$ cat src/sv/hsfd_pkg.sv
// Shared types, constants and the CRC-8 byte update for the sensor frame decoder.
`timescale 1ns / 1ps

package hsfd_pkg;

  localparam logic [7:0] CRC_INIT = 8'hFF;
  localparam logic [7:0] CRC_POLY = 8'h31;

  // Byte positions within a response frame; POS_IDLE means waiting for a frame start
  localparam logic [2:0] POS_T_MSB = 3'd0;
  localparam logic [2:0] POS_T_LSB = 3'd1;
  localparam logic [2:0] POS_T_CRC = 3'd2;
  localparam logic [2:0] POS_H_MSB = 3'd3;
  localparam logic [2:0] POS_H_LSB = 3'd4;
  localparam logic [2:0] POS_H_CRC = 3'd5;
  localparam logic [2:0] POS_IDLE  = 3'd6;

  // Scale factors: full scale 175.00 degC and 100.00 %RH in hundredths
  localparam logic [14:0] TEMP_SPAN   = 15'd17500;
  localparam logic [13:0] RH_SPAN     = 14'd10000;
  localparam logic [14:0] TEMP_OFFSET = 15'd4500;
  localparam logic [16:0] RAW_FULL    = 17'd65535;

  typedef struct packed {
    logic signed [14:0] temp_centi;
    logic [13:0]        rh_centi;
  } reading_t;

  // One CRC-8 byte update, MSB first, no reflection
  function automatic logic [7:0] crc8_byte(input logic [7:0] acc, input logic [7:0] b);
    logic [7:0] c;
    c = acc ^ b;
    for (int k = 0; k < 8; k++) begin
      if (c[7]) begin
        c = {c[6:0], 1'b0} ^ CRC_POLY;
      end else begin
        c = {c[6:0], 1'b0};
      end
    end
    return c;
  endfunction

endpackage

$ cat src/sv/hsfd_scale.sv
// Converts raw temperature and humidity words to hundredths of a degree and percent.
`timescale 1ns / 1ps

module hsfd_scale
  import hsfd_pkg::*;
(
  input  logic [15:0] temp_raw,
  input  logic [15:0] hum_raw,
  output reading_t    reading
);

  logic [30:0] temp_prod;
  logic [14:0] temp_q0;
  logic [16:0] temp_rem;
  logic [14:0] temp_q;
  logic [29:0] rh_prod;
  logic [13:0] rh_q0;
  logic [16:0] rh_rem;
  logic [13:0] rh_q;

  // Divide by 65535: take the quotient by 65536, then correct by one where the
  // remainder, low half plus quotient, reaches 65535 (it stays below twice that).
  always_comb begin
    temp_prod = 31'(TEMP_SPAN) * 31'(temp_raw);
    temp_q0   = temp_prod[30:16];
    temp_rem  = 17'(temp_prod[15:0]) + 17'(temp_q0);
    temp_q    = temp_q0 + 15'(temp_rem >= RAW_FULL);

    rh_prod   = 30'(RH_SPAN) * 30'(hum_raw);
    rh_q0     = rh_prod[29:16];
    rh_rem    = 17'(rh_prod[15:0]) + 17'(rh_q0);
    rh_q      = rh_q0 + 14'(rh_rem >= RAW_FULL);

    reading.temp_centi = $signed(temp_q - TEMP_OFFSET);
    reading.rh_centi   = rh_q;
  end

endmodule

$ cat src/sv/humidity_sensor_frame_decoder.sv
// Top level of the sensor response frame decoder: byte register, frame state and result register.
`timescale 1ns / 1ps

// Takes the six response bytes of a temperature and humidity sensor (temperature
// MSB, LSB, CRC, humidity MSB, LSB, CRC), one byte per input transfer, with
// in_tuser high on the first byte of a frame. A high in_tuser always restarts the
// frame, even part-way through one; bytes that arrive after the sixth and before
// the next frame start are dropped. Each word is checked with CRC-8 (poly 0x31,
// init 0xFF), restarted per word. After the sixth byte one result transfer carries
// the temperature in hundredths of a degree (signed), humidity in hundredths of a
// percent, both CRC flags and reading_valid (both CRCs good). Results go out even
// when a CRC fails. Throughput is one byte per clock: each byte passes an input
// register and then a single pass of CRC update and conversion logic (one constant
// multiplier per reading and a one-step divide-by-65535 correction) into the result
// register, which is loaded as the sixth byte leaves the input register. The input
// stage keeps taking bytes while a result waits; it stalls only when a frame-ending
// byte meets a result register that has not been taken.
module humidity_sensor_frame_decoder
  import hsfd_pkg::*;
(
  input  logic        clk,
  input  logic        rst_n,
  input  logic        in_tvalid,
  output logic        in_tready,
  input  logic [7:0]  in_tdata,   // [7:0] rx_byte
  input  logic        in_tuser,   // [0] frame_start
  output logic        out_tvalid,
  input  logic        out_tready,
  output logic [31:0] out_tdata,  // [14:0] temp_centi, [28:15] rh_centi, [31:29] zero
  output logic [2:0]  out_tuser   // [0] temp_crc_ok, [1] rh_crc_ok, [2] reading_valid
);

  // Input register
  logic       s1_valid_r, s1_valid_nxt;
  logic [7:0] s1_byte_r;
  logic       s1_start_r;

  // Frame state
  logic [2:0]  byte_index_r, byte_index_nxt;
  logic [7:0]  crc_acc_r, crc_acc_nxt;
  logic [7:0]  high_byte_r, high_byte_nxt;
  logic [15:0] temp_raw_r, temp_raw_nxt;
  logic        temp_ok_r, temp_ok_nxt;
  logic [7:0]  hum_high_r, hum_high_nxt;

  // Result register
  logic        out_valid_r, out_valid_nxt;
  reading_t    out_reading_r;
  logic [2:0]  out_flags_r;

  logic        s1_active;
  logic [2:0]  s1_pos;
  logic        s1_res;
  logic        s1_go;
  logic        out_free;
  logic [7:0]  crc_upd;
  logic        rh_ok;
  reading_t    reading;

  hsfd_scale u_scale (
    .temp_raw (temp_raw_r),
    .hum_raw  ({hum_high_r, high_byte_r}),
    .reading  (reading)
  );

  always_comb begin
    s1_active = s1_start_r || (byte_index_r < POS_IDLE);
    s1_pos    = s1_start_r ? POS_T_MSB : byte_index_r;
    s1_res    = s1_valid_r && s1_active && (s1_pos == POS_H_CRC);
    out_free  = !out_valid_r || out_tready;
    // Advance the held byte unless it ends a frame while the result slot is full and not being taken
    s1_go     = s1_valid_r && (!s1_res || out_free);
    in_tready = !s1_valid_r || s1_go;
    crc_upd   = crc8_byte((s1_pos == POS_T_MSB || s1_pos == POS_H_MSB) ? CRC_INIT : crc_acc_r,
                          s1_byte_r);
    rh_ok     = (crc_acc_r == s1_byte_r);
  end

  always_comb begin
    s1_valid_nxt   = in_tready ? in_tvalid : s1_valid_r;
    byte_index_nxt = byte_index_r;
    crc_acc_nxt    = crc_acc_r;
    high_byte_nxt  = high_byte_r;
    temp_raw_nxt   = temp_raw_r;
    temp_ok_nxt    = temp_ok_r;
    hum_high_nxt   = hum_high_r;
    if (s1_go && s1_active) begin
      byte_index_nxt = s1_pos + 3'd1;
      unique case (s1_pos)
        POS_T_MSB: begin
          crc_acc_nxt   = crc_upd;
          high_byte_nxt = s1_byte_r;
        end
        POS_T_LSB: begin
          crc_acc_nxt  = crc_upd;
          temp_raw_nxt = {high_byte_r, s1_byte_r};
        end
        POS_T_CRC: begin
          temp_ok_nxt = (crc_acc_r == s1_byte_r);
          crc_acc_nxt = CRC_INIT;
        end
        POS_H_MSB: begin
          crc_acc_nxt  = crc_upd;
          hum_high_nxt = s1_byte_r;
        end
        POS_H_LSB: begin
          crc_acc_nxt   = crc_upd;
          high_byte_nxt = s1_byte_r;
        end
        POS_H_CRC: begin
          crc_acc_nxt    = CRC_INIT;
          byte_index_nxt = POS_IDLE;
        end
        default: begin
          byte_index_nxt = POS_IDLE;
        end
      endcase
    end
    // Load a fresh result, or drop the current one once it is taken
    if (s1_go && s1_res) begin
      out_valid_nxt = 1'b1;
    end else if (out_tready) begin
      out_valid_nxt = 1'b0;
    end else begin
      out_valid_nxt = out_valid_r;
    end
  end

  always_ff @(posedge clk) begin
    if (!rst_n) begin
      s1_valid_r   <= 1'b0;
      out_valid_r  <= 1'b0;
      byte_index_r <= POS_IDLE;
      crc_acc_r    <= CRC_INIT;
      high_byte_r  <= 8'd0;
      temp_raw_r   <= 16'd0;
      temp_ok_r    <= 1'b0;
      hum_high_r   <= 8'd0;
    end else begin
      s1_valid_r   <= s1_valid_nxt;
      out_valid_r  <= out_valid_nxt;
      byte_index_r <= byte_index_nxt;
      crc_acc_r    <= crc_acc_nxt;
      high_byte_r  <= high_byte_nxt;
      temp_raw_r   <= temp_raw_nxt;
      temp_ok_r    <= temp_ok_nxt;
      hum_high_r   <= hum_high_nxt;
    end
  end

  // Payload registers: hold the byte until it advances, load the result on frame end
  always_ff @(posedge clk) begin
    if (in_tready && in_tvalid) begin
      s1_byte_r  <= in_tdata;
      s1_start_r <= in_tuser;
    end
    if (s1_go && s1_res) begin
      out_reading_r <= reading;
      out_flags_r   <= {temp_ok_r & rh_ok, rh_ok, temp_ok_r};
    end
  end

  assign out_tvalid = out_valid_r;
  assign out_tdata  = {3'b000, out_reading_r.rh_centi, out_reading_r.temp_centi};
  assign out_tuser  = out_flags_r;

  // A frame-ending byte that fires a result returns the decoder to idle
  a_result_idles: assert property (@(posedge clk) disable iff (!rst_n)
    (s1_go && s1_res) |=> (out_valid_r && byte_index_r == POS_IDLE))
    else $error("result produced without returning to idle");

  // Back-pressure on the input only comes from a byte held in the input register
  a_stall_held: assert property (@(posedge clk) disable iff (!rst_n)
    !in_tready |-> (s1_valid_r && s1_res && out_valid_r && !out_tready))
    else $error("input stalled without a blocked frame-ending byte");

  // A blocked frame-ending byte stays in the input register
  a_blocked_kept: assert property (@(posedge clk) disable iff (!rst_n)
    (s1_res && !out_free) |=> (s1_valid_r && $stable(s1_byte_r)))
    else $error("blocked frame-ending byte lost");

  a_index_range: assert property (@(posedge clk) disable iff (!rst_n)
    byte_index_r <= POS_IDLE)
    else $error("byte index out of range");

endmodule

$ cat config.mk
export PLATFORM = sky130hd
export DESIGN_NAME = humidity_sensor_frame_decoder
export DESIGN_NICKNAME = d
export VERILOG_FILES = /design/src/sv/hsfd_pkg.sv /design/src/sv/hsfd_scale.sv /design/src/sv/humidity_sensor_frame_decoder.sv
export SDC_FILE = /design/constraint.sdc
export NUM_CORES = 1
export LEC_CHECK = 0
export BUFFER_PORTS_ARGS = -buffer_cell sky130_fd_sc_hd__buf_2
export CAP_MARGIN = 5
export CORE_ASPECT_RATIO = 1.75
export CORE_UTILIZATION = 45
export DETAILED_ROUTE_END_ITERATION = 10
export PLACE_DENSITY = 0.67
export REMOVE_ABC_BUFFERS = 1
export SYNTH_ARGS = -nofsm -noshare
export SYNTH_HDL_FRONTEND = slang
export SYNTH_SLANG_ARGS = --single-unit
$ cat constraint.sdc
create_clock -name clk -period 7.66 [get_ports clk]
set_clock_uncertainty 0.15 [all_clocks]
set_input_delay 0.766 -clock clk [delete_from_list [all_inputs] [get_ports clk]]
set_output_delay 0.766 -clock clk [all_outputs]
set_load 0.02 [all_outputs]
Yosys cells after proc, flatten, opt, wreduce, memory -nomap -nowiden:

Cells that the tools add are included.

* input port bits: 13
* bits in registers: 87

* multipliers: 2
* reductions and logical operators: 26
* add/sub/neg operators: 6
* mux-type cells: 14
* bitwise logic cells: 10
* equality and inequality tests: 6
* order comparisons: 3

Operator list (number)
* $mux W6: 8
* $ge A17 B16 Y1 const B: 2
* $mul A13 B16 Y29 const A: 1
* $mul A10 B16 Y26 const A: 1
* $not A3 Y3: 8
* $add A16 B14 Y17: 1
* $add A16 B15 Y17: 1
* $pmux W8 S2: 1
* $add A15 B1 Y15: 1
* $sub A15 B13 Y15 const B: 1
* $add A14 B1 Y14: 1
* $reduce_and A2 Y1: 5
* $eq A8 B8 Y1: 1
* $mux W8: 1
* $xor A8 B8 Y8: 1
* $eq A3 B2 Y1 const B: 2
* $eq A3 B3 Y1 const B: 2
* $logic_and A1 B1 Y1: 6
* $mux W3: 2
* $logic_or A1 B1 Y1: 5
* $reduce_or A5 Y1: 1
* $reduce_bool A2 Y1: 2
* $reduce_or A2 Y1: 2
* $reduce_or A4 Y1: 1
* other kinds (7): 10

Longest topological paths before layout:

* word-level depth: 22
* depth in mapped cells: 36

By module:

From an unflattened synthesis, not the netlist that was laid out.

* cells, all modules: 1242
* area total of the unflattened synthesis: 11360.9 sq um

Modules (own cells, without submodules)
* hsfd_scale: area an instance 7778.7 sq um, cells each 940, times used 1, sequential area each 0.0 sq um
* humidity_sensor_frame_decoder: area an instance 3582.2 sq um, cells each 302, times used 1, sequential area each 2152.1 sq um

Least setup slack after synthesis:

No wires, ideal clock.

* kind: register to register
* start point: register temp_raw_r[9]
* end point: register out_reading_r (netlist bit out_tdata[14]) (data pin)
* arrival: 7285 ps
* setup slack: -34 ps
* library setup time: 260 ps
* buffers on the path: 0
* stages on the path, launching flop included: 32
* cell sequence: dfxtp_1 -> ha_1 -> fa_1 -> ha_1 -> fa_1 -> inv_1 -> fa_1 -> inv_1 -> ha_1 -> a21oi_1 -> o22ai_1 -> a41oi_1 -> nand2_1 -> xnor2_1 -> ha_1 -> a21o_1 -> a21o_1 -> a21o_1 -> a21o_1 -> nand3_1 -> nor2_1 -> a2111oi_2 -> xnor2_1 -> a31oi_1 -> o22ai_1 -> ha_1 -> ha_1 -> o31ai_2 -> a311oi_1 -> or4_4 -> a21oi_2 -> xor2_1

RTL lines
* start, declared: RTL line humidity_sensor_frame_decoder.sv:42 `logic [15:0] temp_raw_r, temp_raw_nxt;`
* start signal, assigned: RTL line humidity_sensor_frame_decoder.sv:145 `temp_raw_r <= temp_raw_nxt;`
* end signal, assigned: RTL line humidity_sensor_frame_decoder.sv:158 `out_reading_r <= reading;`
* end, declared: RTL line humidity_sensor_frame_decoder.sv:48 `reading_t out_reading_r;`

==> run summary <==
Static leakage: 6.98 nW
Largest stage delay, worst path: 550 ps
Worst-margin pin slew: 849 ps
Crit start category: flip-flop
Placeable core area: 0.0239 mm²
Yosys cell types: 69
Power per Cell Area: 81.9 mW/mm²
CP Class: reg2reg
Crit. End Element: flip-flop
Top FF cell, synth: dfxtp_1
Post-Syn Instances: 1219
Root Driver: clkbuf_16
Status: finished, violations left
DRC: 0
Nets@finish: 1708
Sw Ratio: 0.289
Most used cell, CP: inv_2
Die X: 120 µm
Avg WL per Cell: 16.2 µm
Post-synth EDFFs: 41
Via count: 9060
FFs w/ async S/R, synth: 0
CP max FO: 4
Total net switching power: 0.000320 W
Most frequent cells in the layout: 242 x inv_1, 178 x ha_1, 157 x buf_4, 98 x nand2_1, 82 x fa_1
Crit path required time: 7630 ps
Worst skew pair latency: 370 ps
Clock sinks: 87
DP Area: 0.0126 mm²
Area Overhead vs Synth: 23.2%
Cts-stage hold buffer count: 0
Clock Power Share: 0.397
RSZ-0062 raised after global routing: yes
Post-Syn Area per Cell: 9.01 µm²
Hold Vio Cnt, Final: 0
CTS Buf Count: 9
Vias per std cell: 5.25
Layout cells sized above 1: 0.229
Die height: 209 µm
M1 WL: 9.02 mm
GRT overflow: 0
Detailed Route WL: 28.0 mm
Crit-path slowest cell: fa_1
DR top layer: met4
RePlAce Congestion: 0.903
Dpl ws: -363 ps
Register area share after synthesis: 0.196
H-tree levels: 3
Arrival time worst endpoint: 7710 ps
FF+latch count, synth: 87
Ant. Diodes: 0
Final Util: 0.565
Clk buf depth: 2
Worst setup margin: -76.2 ps
F_max: 129 MHz
TritonCTS clock tree: done
Top-level port count: 50
Initial core utilization: 0.459
Maxcap violations: 0
Mapped Area: 0.0110 mm²
Design area: 0.0135 mm²
Pin count of the biggest net entering global routing: 47
Initial antenna violation count: 0
Max VDD drop: 0.102 mV
Slew headroom: 0.434
Max-slew violation count: 0
Hold Slack: 314 ps
# port buffers: 46
Global-route wire length before repair: 44.8 mm
1st-iter DRT viols: 274
Comb power frac: 0.146
P_int: 0.000788 W
YS warnings: 0
Post-route ant nets: 0
Row count: 75
Period Utilization, post-route: 1.01
Clock slew at reported path FFs: 80 ps
Failing checks: negative setup slack
Met2 routed WL: 16.2 mm
Min Tclk post-route: 7740 ps
DP Wirelength: 23.2 mm
Final setup fails: 3
Hold Path Class: reg2reg
Metal3 WL: 666 µm
Gr usage total: 0.233
Flop pwr share: 0.457
Vias in the first global route: 9621
Commonest non-fill, non-tap cell in the layout: inv_1
DRT Pass-1 Iters: 4
Die Area: 0.0250 mm²
==> Yosys cell counts, drive strengths merged (9+ instances only) <==
cell      n  share of area
fa       82           0.15
dfxtp    46          0.084
nand3    40          0.018
edfxtp   41           0.11
nor2b    14         0.0080
nand4    12         0.0068
xor2     26          0.021
o21ai    28          0.013
clkbuf   15         0.0051
nor2     38          0.013
ha      201           0.23
inv     254          0.087
nand2    98          0.034
a21o     22          0.015
nor3     18         0.0082
a21boi   36          0.025
xnor2    80          0.064
a21oi    49          0.023
o22ai     9         0.0051
==> per-stage QoR <==
stage               std cells  setup TNS, ps  total power, W
floorplan                1198          -34.4        0.000630
global placement         1693           -185        0.000673
detailed placement       1693          -1910        0.000676
CTS                      1712          -16.2         0.00112
global route             1725          -2420         0.00116
finish                   1725           -105         0.00111
==> per-layer routing <==
metal  vias to the layer above  global-route usage
li1                       4430                   -
met1                      4337               0.196
met2                       185               0.472
met3                       108              0.0317
met4                         0               0.171
met5                         -                   0
==> layout make-up <==
cell class	instances	area, µm²
Clock buffer	9	225
Clock inverter	7	55.1
Fill cell	2135	10400
Inverter	254	953
Multi-Input combinational cell	857	8330
Sequential cell	87	2170
Tap cell	308	385
Timing Repair Buffer	203	1410
==> cell families after synthesis <==
group / Yosys count / synth area share
compound gates: 204 / 0.130
flops: 87 / 0.196
other cells: 1 / 0.000342
simple gates: 259 / 0.113
xor+xnor: 106 / 0.0846
buf+inv: 277 / 0.0960
fa+ha+maj: 283 / 0.379
mux: 2 / 0.00182
==> final timing paths <==
path                                     start             to  slack [ps]  cells past startpoint
worst max-delay path            temp_raw_r[10]  out_tdata[13]         -80                     35
worst min-delay path                 temp_ok_r   out_tuser[0]         310                      0
worst max register to register  temp_raw_r[10]  out_tdata[13]         -80                     35
worst min register to register       temp_ok_r   out_tuser[0]         310                      0
==> sequential cells by signal, summed over array words and instances (netlist names), 3 cells and up <==
name	cells
byte_index_r	3
crc_acc_r	8
high_byte_r	8
hum_high_r	8
out_tdata	29
out_tuser	3
s1_byte_r	8
temp_raw_r	16
==> critical path, delay by kind of cell (launching register included) <==
family | cells | cell delay, ps
buffers and inverters | 7 | 460
adder cells (fa/ha/maj) | 9 | 3230
flip-flops | 1 | 370
XOR/XNOR | 3 | 650
AND/OR/NAND/NOR | 6 | 1000
AO/OA/AOI/OAI | 10 | 1610
==> power by group through the flow <==
stage,clock (W),sequential [W],combinational (W)
3_5_place_dp,0,0.000518,0.000157
4_1_cts,0.000451,0.000507,0.000159
6_report,0.000440,0.000506,0.000162
2_1_floorplan,0,0.000513,0.000117
3_3_place_gp,0,0.000518,0.000155
5_1_grt,0.000467,0.000507,0.000183
==> timing repair <==
item,in CTS,in global routing
endpoints found under the setup margin,9,23
pin swaps,16,36
setup buffers,3,13
gates resized for setup,28,79
cloned,0,0
Power figures use the tool's default switching activity.
